--- src/hdl/twp_pkg.sv ---
// ----------------------------------------------------------------------------
// twp_pkg
// Types, codes and constants shared by the tape waveform playback core.
// ----------------------------------------------------------------------------
`default_nettype none

package twp_pkg;

  localparam int unsigned STORE_DEPTH_DEF = 4096;
  localparam int unsigned ENTRY_W         = 16;
  localparam int unsigned DUR_W           = 15;
  localparam int unsigned LEVEL_BIT       = 15;
  localparam int unsigned OFFSET_W        = 27;
  localparam int unsigned SUM_W           = OFFSET_W + 1;
  localparam int unsigned ALU_W           = 64;
  localparam int unsigned END_ALLOWANCE   = 17;

  typedef enum logic [2:0] {
    FUNC_LOAD      = 3'd0,
    FUNC_REWIND    = 3'd1,
    FUNC_MOTOR_ON  = 3'd2,
    FUNC_MOTOR_OFF = 3'd3,
    FUNC_QUERY     = 3'd4
  } func_t;

  typedef struct packed {
    logic [2:0]       func;
    logic             entry_level;
    logic [DUR_W-1:0] entry_duration;
    logic [63:0]      cycle_now;
  } in_req_t;

  typedef struct packed {
    logic sample_level;
    logic pause_request;
    logic tape_ended;
  } out_rsp_t;

  typedef enum logic {
    ALU_ADD = 1'b0,
    ALU_SUB = 1'b1
  } alu_op_t;

  typedef struct packed {
    alu_op_t          op;
    logic [ALU_W-1:0] a;
    logic [ALU_W-1:0] b;
  } alu_req_t;

  typedef struct packed {
    logic [ALU_W-1:0] res;
    logic             borrow;
  } alu_rsp_t;

endpackage

`default_nettype wire

--- src/hdl/twp_alu.sv ---
// ----------------------------------------------------------------------------
// twp_alu
// Shared 64-bit add/subtract unit; a subtract also reports the borrow,
// which serves as the less-than compare.
// ----------------------------------------------------------------------------
`default_nettype none

module twp_alu (
  input  wire twp_pkg::alu_req_t req,
  output twp_pkg::alu_rsp_t      rsp
);

  logic [twp_pkg::ALU_W-1:0] b_eff;
  logic [twp_pkg::ALU_W:0]   full;
  logic                      is_sub;

  assign is_sub = (req.op == twp_pkg::ALU_SUB);
  assign b_eff  = is_sub ? ~req.b : req.b;
  assign full   = {1'b0, req.a} + {1'b0, b_eff} + (twp_pkg::ALU_W + 1)'(is_sub);

  assign rsp.res    = full[twp_pkg::ALU_W-1:0];
  assign rsp.borrow = is_sub & ~full[twp_pkg::ALU_W];

endmodule

`default_nettype wire

--- config.mk ---
export PLATFORM = sky130hd
export DESIGN_NAME = twp_alu
export DESIGN_NICKNAME = d
export VERILOG_FILES = /design/src/hdl/twp_pkg.sv /design/src/hdl/twp_alu.sv
export SDC_FILE = /design/constraint.sdc
export NUM_CORES = 1
export LEC_CHECK = 0
export BUFFER_PORTS_ARGS = -buffer_cell sky130_fd_sc_hd__buf_2
export CORE_MARGIN = 10
export CORE_UTILIZATION = 46
export DETAILED_ROUTE_END_ITERATION = 12
export GPL_ROUTABILITY_DRIVEN = 0
export GPL_TIMING_DRIVEN = 0
export PLACE_DENSITY_LB_ADDON = 0.12
export SYNTH_ARGS = -nofsm -noshare
export SYNTH_HDL_FRONTEND = slang
export SYNTH_SLANG_ARGS = --single-unit
--- constraint.sdc ---
create_clock -name vclk -period 5.2
set_input_delay 1.04 -clock vclk [all_inputs]
set_output_delay 1.04 -clock vclk [all_outputs]
set_load 0.01 [all_outputs]
==> run_summary.xml, run 1 <==
<?xml version="1.0" encoding="UTF-8"?>
<metrics>
  <group name="routing">
    <metric name="drt_iter0_drc" unit="">341</metric>
    <metric name="drc" unit="">0</metric>
    <metric name="dr_pass1_iterations" unit="">5</metric>
    <metric name="via_count" unit="">5740</metric>
    <metric name="detail-route-antenna-nets" unit="">0</metric>
    <metric name="drt_wl_cell" unit="microns">17.3</metric>
    <metric name="route.detailed.vias_per_inst" unit="">5.85</metric>
    <metric name="drt_wl_total" unit="microns">17000</metric>
  </group>
  <group name="run_status">
    <metric name="violated_checks" unit="">negative setup slack</metric>
    <metric name="status" unit="">finished with violations</metric>
  </group>
  <group name="grt">
    <metric name="grt_first_pass_wirelength" unit="microns">26400</metric>
    <metric name="grt_pass1_vias" unit="">5598</metric>
    <metric name="grt_usage" unit="%">21.3</metric>
    <metric name="grt_start_max_net_pins" unit="">11</metric>
    <metric name="antenna_found_initial" unit="">0</metric>
    <metric name="gr-total-overflow" unit="">0</metric>
  </group>
  <group name="synthesis">
    <metric name="cells_after_synthesis" unit="">651</metric>
    <metric name="syn_avg_cell_area" unit="sq um">6.89</metric>
    <metric name="synthMuxAreaShare" unit="%">0.223</metric>
    <metric name="synth-adder-area-share" unit="%">18.0</metric>
    <metric name="synth_compound_gate_area_share" unit="%">34.0</metric>
    <metric name="yosys.area_share.simple" unit="%">18.5</metric>
    <metric name="yosys-top-cells-area" unit="">sky130_fd_sc_hd__ha_1 (18%), sky130_fd_sc_hd__xor2_1 (17%), sky130_fd_sc_hd__a21oi_1 (8.6%)</metric>
    <metric name="ys_warn_count" unit="">0</metric>
    <metric name="yosys.area_share.xor_xnor" unit="%">23.8</metric>
    <metric name="yosysUniqueCellTypes" unit="">59</metric>
    <metric name="seq_area_frac_synth" unit="%">0</metric>
    <metric name="synthMostInstantiatedCell" unit="">sky130_fd_sc_hd__xor2_1</metric>
    <metric name="main_combinational_cell_family_by_area_after_synthesis" unit="">compound AO/OA/AOI/OAI gates</metric>
    <metric name="syn_area" unit="sq um">4490</metric>
    <metric name="synth.net_count" unit="">844</metric>
    <metric name="yosys-top-cells-count" unit="">sky130_fd_sc_hd__xor2_1 (87), sky130_fd_sc_hd__a21oi_1 (77), sky130_fd_sc_hd__ha_1 (63), sky130_fd_sc_hd__nand2_1 (52), sky130_fd_sc_hd__o21ai_0 (39)</metric>
    <metric name="netlist.area_leader.share" unit="%">17.6</metric>
    <metric name="yosysTopAreaCell" unit="">sky130_fd_sc_hd__ha_1</metric>
  </group>
  <group name="setup_path">
    <metric name="critical_path.startpoint_type" unit="">primary input</metric>
    <metric name="timing.setup.critical_path_class" unit="">primary input to output port</metric>
    <metric name="worstSetupEndpointType" unit="">output port</metric>
    <metric name="worstPathArrival" unit="ps">4300</metric>
    <metric name="critPathRequiredTime" unit="ps">4160</metric>
    <metric name="critPathMaxFanout" unit="">10</metric>
  </group>
  <group name="timing">
    <metric name="period_utilization_post_route" unit="%">103</metric>
    <metric name="setup_repair_after_global_routing_missed_its_margin" unit="">true</metric>
    <metric name="worst_pin_slew" unit="ps">751</metric>
    <metric name="maxClockFrequency" unit="MHz">187</metric>
    <metric name="min_period" unit="ps">5340</metric>
    <metric name="normalized_max_slew_margin" unit="%">49.4</metric>
    <metric name="slew_violations" unit="">0</metric>
    <metric name="hold_violations" unit="">0</metric>
    <metric name="fin_setup_tns" unit="ps">-602</metric>
    <metric name="final_setup_slack_of_the_worst_path" unit="ps">-142</metric>
    <metric name="setup_viol" unit="">7</metric>
    <metric name="holdWs" unit="ps">2380</metric>
  </group>
  <group name="worst_hold_path">
    <metric name="min_path_type" unit="">primary input to output port</metric>
  </group>
  <group name="cells_and_area">
    <metric name="multi_input_area" unit="sq um">4580</metric>
    <metric name="number_of_fillers_in_the_final_layout" unit="">906</metric>
    <metric name="num_antenna_cells" unit="">0</metric>
    <metric name="post_route_cells_drive_above_1_share" unit="%">36.1</metric>
    <metric name="fin_nets" unit="">1048</metric>
    <metric name="layout.core_utilization" unit="%">65.8</metric>
    <metric name="seq_cell_count" unit="">0</metric>
    <metric name="layout-area-overhead-vs-synth" unit="%">37.5</metric>
    <metric name="final.clkbuf_count" unit="">0</metric>
    <metric name="flip_flop_and_latch_area" unit="sq um">0</metric>
  </group>
  <group name="power">
    <metric name="power.ir.vdd_worst" unit="mV">0.119</metric>
    <metric name="total_power_consumption" unit="mW">1.29</metric>
    <metric name="power_per_cell_area" unit="nW/um^2">209</metric>
    <metric name="leakage" unit="nW">3.01</metric>
  </group>
  <group name="placement">
    <metric name="hpwl" unit="microns">13600</metric>
    <metric name="placement.io_buffers" unit="">194</metric>
    <metric name="dp_slack" unit="ps">-718</metric>
  </group>
  <group name="floorplan">
    <metric name="die_width" unit="microns">119</metric>
    <metric name="num_rows" unit="">35</metric>
    <metric name="initial_core_utilization" unit="%">47.9</metric>
    <metric name="count_of_pins_on_the_block_boundary" unit="">194</metric>
    <metric name="die_height" unit="microns">119</metric>
    <metric name="die_area" unit="sq um">14100</metric>
    <metric name="fp.coreArea" unit="sq um">9370</metric>
  </group>
  <group name="flow_run">
    <metric name="timing.max_cap.violations" unit="">0</metric>
  </group>
</metrics>
-- cell usage in the layout, fill, tap and decap left out, drive strengths merged, types with 9 or more instances in the layout --
cell type and count:
a21o 34, a21oi 77, a31oi 10, and3 9, buf 226, clkbuf 13
ha 63, inv 22, nand2 52, nand3 20, nand4 20, nor2 37
nor3 12, o21ai 42, o21bai 18, xnor2 35, xor2 87
-- layer usage --
layer	global-route usage, %	wire [microns]
met2	37.8	8280
met3	2.52	1160
met4	2.75	227
met5	0	0
met1	27.3	7290
-- report_power, final --
| group | switching (mW) | total, mW | leakage (nW) | internal [mW] |
|---|---|---|---|---|
| clock | 0 | 0 | 0 | 0 |
| sequential | 0 | 0 | 0 | 0 |
| combinational | 0.736 | 1.29 | 3.01 | 0.550 |
-- through the flow --
step / std cells / cell area [sq um]
after CTS: 978 / 5950
after global placement: 974 / 5630
after detailed placement: 974 / 5630
after global routing: 982 / 6170
after floorplan: 651 / 4500
final: 982 / 6170
-- cell type report --
cell class / count / area share (%)
buffer: 25 / 3.31
timing repair buffer: 214 / 18.5
multi-input combinational: 592 / 74.2
tap: 129 / 2.62
inverter: 22 / 1.34
-- final timing paths --
kind	start	endpoint	slack (ps)	cells after the start
hold / removal	req[64]	rsp[1]	2380	3
setup / recovery	req[128]	rsp[60]	-140	15
-- kinds of logic (layout without fill, tap and decap cells) --
kind of cell,count (synthesis),after routing
compound gates,232,232
mux,1,1
buf+inv,59,261
fa+ha+maj,64,64
xor+xnor,122,122
simple gates,173,173
-- critical path, stage by stage --
cell and delay [ps]:
sky130_fd_sc_hd__buf_8 110, sky130_fd_sc_hd__clkbuf_16 150, sky130_fd_sc_hd__buf_8 150, sky130_fd_sc_hd__xor2_1 170
sky130_fd_sc_hd__ha_1 400, sky130_fd_sc_hd__nand3_2 180, sky130_fd_sc_hd__o221a_2 250, sky130_fd_sc_hd__o31ai_4 90
sky130_fd_sc_hd__or3b_4 420, sky130_fd_sc_hd__o211ai_4 220, sky130_fd_sc_hd__o211ai_4 130, sky130_fd_sc_hd__a41o_4 290
sky130_fd_sc_hd__a31o_4 250, sky130_fd_sc_hd__a311oi_2 250, sky130_fd_sc_hd__buf_2 180
-- timing repair --
| action | 4_1_cts | 5_1_grt |
|---|---|---|
| setup endpoints to repair | 39 | 29 |
| buffers inserted | 11 | 8 |
| pin swaps | 19 | 18 |
| endpoints found under the hold margin | 0 | 0 |
| gates cloned | 1 | 0 |
| gates resized for setup | 50 | 48 |
| hold buffers | 0 | 0 |
(Power assumes the default switching activity.)
==> run 2: changes to the inputs <==
--- a/config.mk
+++ b/config.mk
@@ -5,9 +5,10 @@
 export SDC_FILE = /design/constraint.sdc
 export NUM_CORES = 1
 export LEC_CHECK = 0
+export ABC_AREA = 1
 export BUFFER_PORTS_ARGS = -buffer_cell sky130_fd_sc_hd__buf_2
 export CORE_MARGIN = 10
-export CORE_UTILIZATION = 46
+export CORE_UTILIZATION = 49
 export DETAILED_ROUTE_END_ITERATION = 12
 export GPL_ROUTABILITY_DRIVEN = 0
 export GPL_TIMING_DRIVEN = 0
==> run 2 against run 1 <==
  * The run now ends clean
  * Critical path type unchanged
  * Largest power group unchanged
  * Non-clock buffer count fell by 38
  * Count of clock-buffer cells in the layout did not move
  * Largest cell class unchanged
  * Highest routed layer unchanged
  * Power barely moved
==> run_summary.xml, run 2 <==
<?xml version="1.0" encoding="UTF-8"?>
<metrics>
  <group name="clock_network">
    <metric name="hold_buffers" unit="">0</metric>
    <metric name="cts.repair_timing.setup_buffer_count" unit="">0</metric>
  </group>
  <group name="grt">
    <metric name="antenna_found_initial" unit="">0</metric>
    <metric name="grt_start_max_net_pins" unit="">11</metric>
    <metric name="grt_pass1_vias" unit="">7338</metric>
    <metric name="grt_usage" unit="%">25.0</metric>
    <metric name="grt_first_pass_wirelength" unit="microns">34700</metric>
    <metric name="gr-total-overflow" unit="">0</metric>
  </group>
  <group name="power">
    <metric name="power_per_cell_area" unit="nW/um^2">181</metric>
    <metric name="total_power_consumption" unit="mW">1.29</metric>
    <metric name="leakage" unit="nW">4.50</metric>
    <metric name="power.ir.vdd_worst" unit="mV">0.106</metric>
    <metric name="power.share.sequential" unit="%">0</metric>
    <metric name="p_int" unit="mW">0.463</metric>
    <metric name="clock_power_share" unit="%">0</metric>
    <metric name="power.net_switching" unit="mW">0.823</metric>
    <metric name="power.combinational.fraction" unit="%">100.0</metric>
    <metric name="power.switching_fraction" unit="%">64.0</metric>
  </group>
  <group name="placement">
    <metric name="placement.io_buffers" unit="">194</metric>
    <metric name="dp_slack" unit="ps">270</metric>
    <metric name="hpwl" unit="microns">19900</metric>
  </group>
  <group name="setup_path">
    <metric name="critPathMaxFanout" unit="">10</metric>
    <metric name="critical_path.startpoint_type" unit="">primary input</metric>
    <metric name="timing.setup.critical_path_class" unit="">primary input to output port</metric>
    <metric name="worstSetupEndpointType" unit="">output port</metric>
    <metric name="critPathRequiredTime" unit="ps">4160</metric>
    <metric name="worstPathArrival" unit="ps">3840</metric>
  </group>
  <group name="synthesis">
    <metric name="synthMostInstantiatedCell" unit="">sky130_fd_sc_hd__nand2_1</metric>
    <metric name="ys_warn_count" unit="">0</metric>
    <metric name="syn_area" unit="sq um">5960</metric>
    <metric name="seq_area_frac_synth" unit="%">0</metric>
    <metric name="yosysUniqueCellTypes" unit="">28</metric>
    <metric name="synth.net_count" unit="">1383</metric>
    <metric name="netlist.area_leader.share" unit="%">28.0</metric>
    <metric name="cells_after_synthesis" unit="">1190</metric>
    <metric name="yosysTopAreaCell" unit="">sky130_fd_sc_hd__nand2_1</metric>
    <metric name="yosys-top-cells-count" unit="">sky130_fd_sc_hd__nand2_1 (444), sky130_fd_sc_hd__inv_1 (226), sky130_fd_sc_hd__nor2_1 (114), sky130_fd_sc_hd__xor2_1 (94), sky130_fd_sc_hd__a21oi_1 (83)</metric>
    <metric name="syn_avg_cell_area" unit="sq um">5.01</metric>
    <metric name="yosys-top-cells-area" unit="">sky130_fd_sc_hd__nand2_1 (28%), sky130_fd_sc_hd__inv_1 (14%), sky130_fd_sc_hd__xor2_1 (14%)</metric>
  </group>
  <group name="floorplan">
    <metric name="die_width" unit="microns">130</metric>
    <metric name="num_rows" unit="">40</metric>
    <metric name="count_of_pins_on_the_block_boundary" unit="">194</metric>
    <metric name="die_area" unit="sq um">17000</metric>
    <metric name="initial_core_utilization" unit="%">49.8</metric>
    <metric name="fp.coreArea" unit="sq um">12000</metric>
    <metric name="die_height" unit="microns">130</metric>
  </group>
  <group name="routing">
    <metric name="dr_pass1_iterations" unit="">5</metric>
    <metric name="drt_wl_total" unit="microns">22000</metric>
    <metric name="drt_iter0_drc" unit="">607</metric>
    <metric name="drc" unit="">0</metric>
    <metric name="drt_wl_cell" unit="microns">14.4</metric>
    <metric name="via_count" unit="">7670</metric>
    <metric name="route.detailed.vias_per_inst" unit="">5.01</metric>
    <metric name="detail-route-antenna-nets" unit="">0</metric>
  </group>
  <group name="timing">
    <metric name="setup_viol" unit="">0</metric>
    <metric name="slew_violations" unit="">0</metric>
    <metric name="maxClockFrequency" unit="MHz">205</metric>
    <metric name="hold_violations" unit="">0</metric>
    <metric name="final_setup_slack_of_the_worst_path" unit="ps">319</metric>
    <metric name="period_utilization_post_route" unit="%">93.9</metric>
    <metric name="fin_setup_tns" unit="ps">0</metric>
    <metric name="normalized_max_slew_margin" unit="%">67.0</metric>
    <metric name="setup_repair_after_global_routing_missed_its_margin" unit="">false</metric>
    <metric name="min_period" unit="ps">4880</metric>
    <metric name="worst_pin_slew" unit="ps">490</metric>
  </group>
  <group name="worst_hold_path">
    <metric name="min_path_type" unit="">primary input to output port</metric>
  </group>
  <group name="cells_and_area">
    <metric name="seq_cell_count" unit="">0</metric>
    <metric name="flip_flop_and_latch_area" unit="sq um">0</metric>
    <metric name="most-common-layout-cells" unit="">sky130_fd_sc_hd__nand2_1 (444), sky130_fd_sc_hd__inv_1 (226), sky130_fd_sc_hd__buf_2 (200)</metric>
    <metric name="fin_nets" unit="">1579</metric>
    <metric name="final.clkbuf_count" unit="">0</metric>
    <metric name="layout.core_utilization" unit="%">59.5</metric>
    <metric name="layout.cells.most_common" unit="">sky130_fd_sc_hd__nand2_1</metric>
    <metric name="num_antenna_cells" unit="">0</metric>
    <metric name="layout-area-overhead-vs-synth" unit="%">19.4</metric>
    <metric name="post_route_cells_drive_above_1_share" unit="%">17.6</metric>
  </group>
  <group name="flow_run">
    <metric name="timing.max_cap.violations" unit="">0</metric>
  </group>
  <group name="run_status">
    <metric name="status" unit="">completed</metric>
  </group>
</metrics>
==> run 2: cell families after synthesis <==
group / share of synthesized area [%]
AND/OR/NAND/NOR: 44.9
adder cells (fa/ha/maj): 13.6
XOR/XNOR: 14.1
buffers and inverters: 14.9
AO/OA/AOI/OAI: 12.6
==> run 2: final cells by class <==
| cell class | instances | area (sq um) |
|---|---|---|
| repair buffers | 194 | 971 |
| multi-input cells | 956 | 5070 |
| plain buffers | 7 | 37.5 |
| fillers | 1325 | 4840 |
| well taps | 147 | 184 |
| inverters | 227 | 852 |
==> run 2: critical path, cell delays in order <==
cell	delay (ps)
sky130_fd_sc_hd__buf_2	80
sky130_fd_sc_hd__buf_2	300
sky130_fd_sc_hd__clkbuf_4	390
sky130_fd_sc_hd__xor2_1	300
sky130_fd_sc_hd__ha_1	370
sky130_fd_sc_hd__a21oi_1	220
sky130_fd_sc_hd__nor2_1	60
sky130_fd_sc_hd__nor2_1	220
sky130_fd_sc_hd__o21ai_0	210
sky130_fd_sc_hd__nand2_1	100
sky130_fd_sc_hd__nand2_1	70
sky130_fd_sc_hd__a21oi_1	170
sky130_fd_sc_hd__nand2_1	70
sky130_fd_sc_hd__nand2_1	50
sky130_fd_sc_hd__nand2_1	40
sky130_fd_sc_hd__buf_2	130
==> run 2: repair_timing <==
item                       CTS  global route
resized for setup            0             1
setup endpoints to repair    0             2
hold endpoints to repair     0             0
==> run 2: final timing paths <==
kind	from	endpoint	slack [ps]	cells past startpoint
worst max-delay path	req[128]	rsp[61]	320	16
worst min-delay path	req[64]	rsp[1]	2370	3
==> run 2: per-layer routing <==
metal / vias up / part of all wire (%) / global-route usage, %
li1: 4032 / - / -
met3: 20 / 9.3 / 4.62
met2: 272 / 44 / 41.5
met4: 0 / 1.4 / 3.37
met1: 3346 / 45 / 33.5
met5: - / 0 / 0
==> run 2: stage by stage <==
step / hold WS (ps) / cells / instance area, sq um
2_1_floorplan: 2160 / 1190 / 5960
5_1_grt: 2400 / 1531 / 7120
3_3_place_gp: 2360 / 1531 / 7120
3_5_place_dp: 2380 / 1531 / 7120
4_1_cts: 2380 / 1531 / 7120
6_report: 2370 / 1531 / 7120
==> run 2: power groups by stage <==
stage	Clock [mW]	Combinational [mW]	Sequential [mW]
global route	0	1.43	0
finish	0	1.29	0
detailed placement	0	1.27	0
global placement	0	1.26	0
floorplan	0	0.828	0
CTS	0	1.27	0
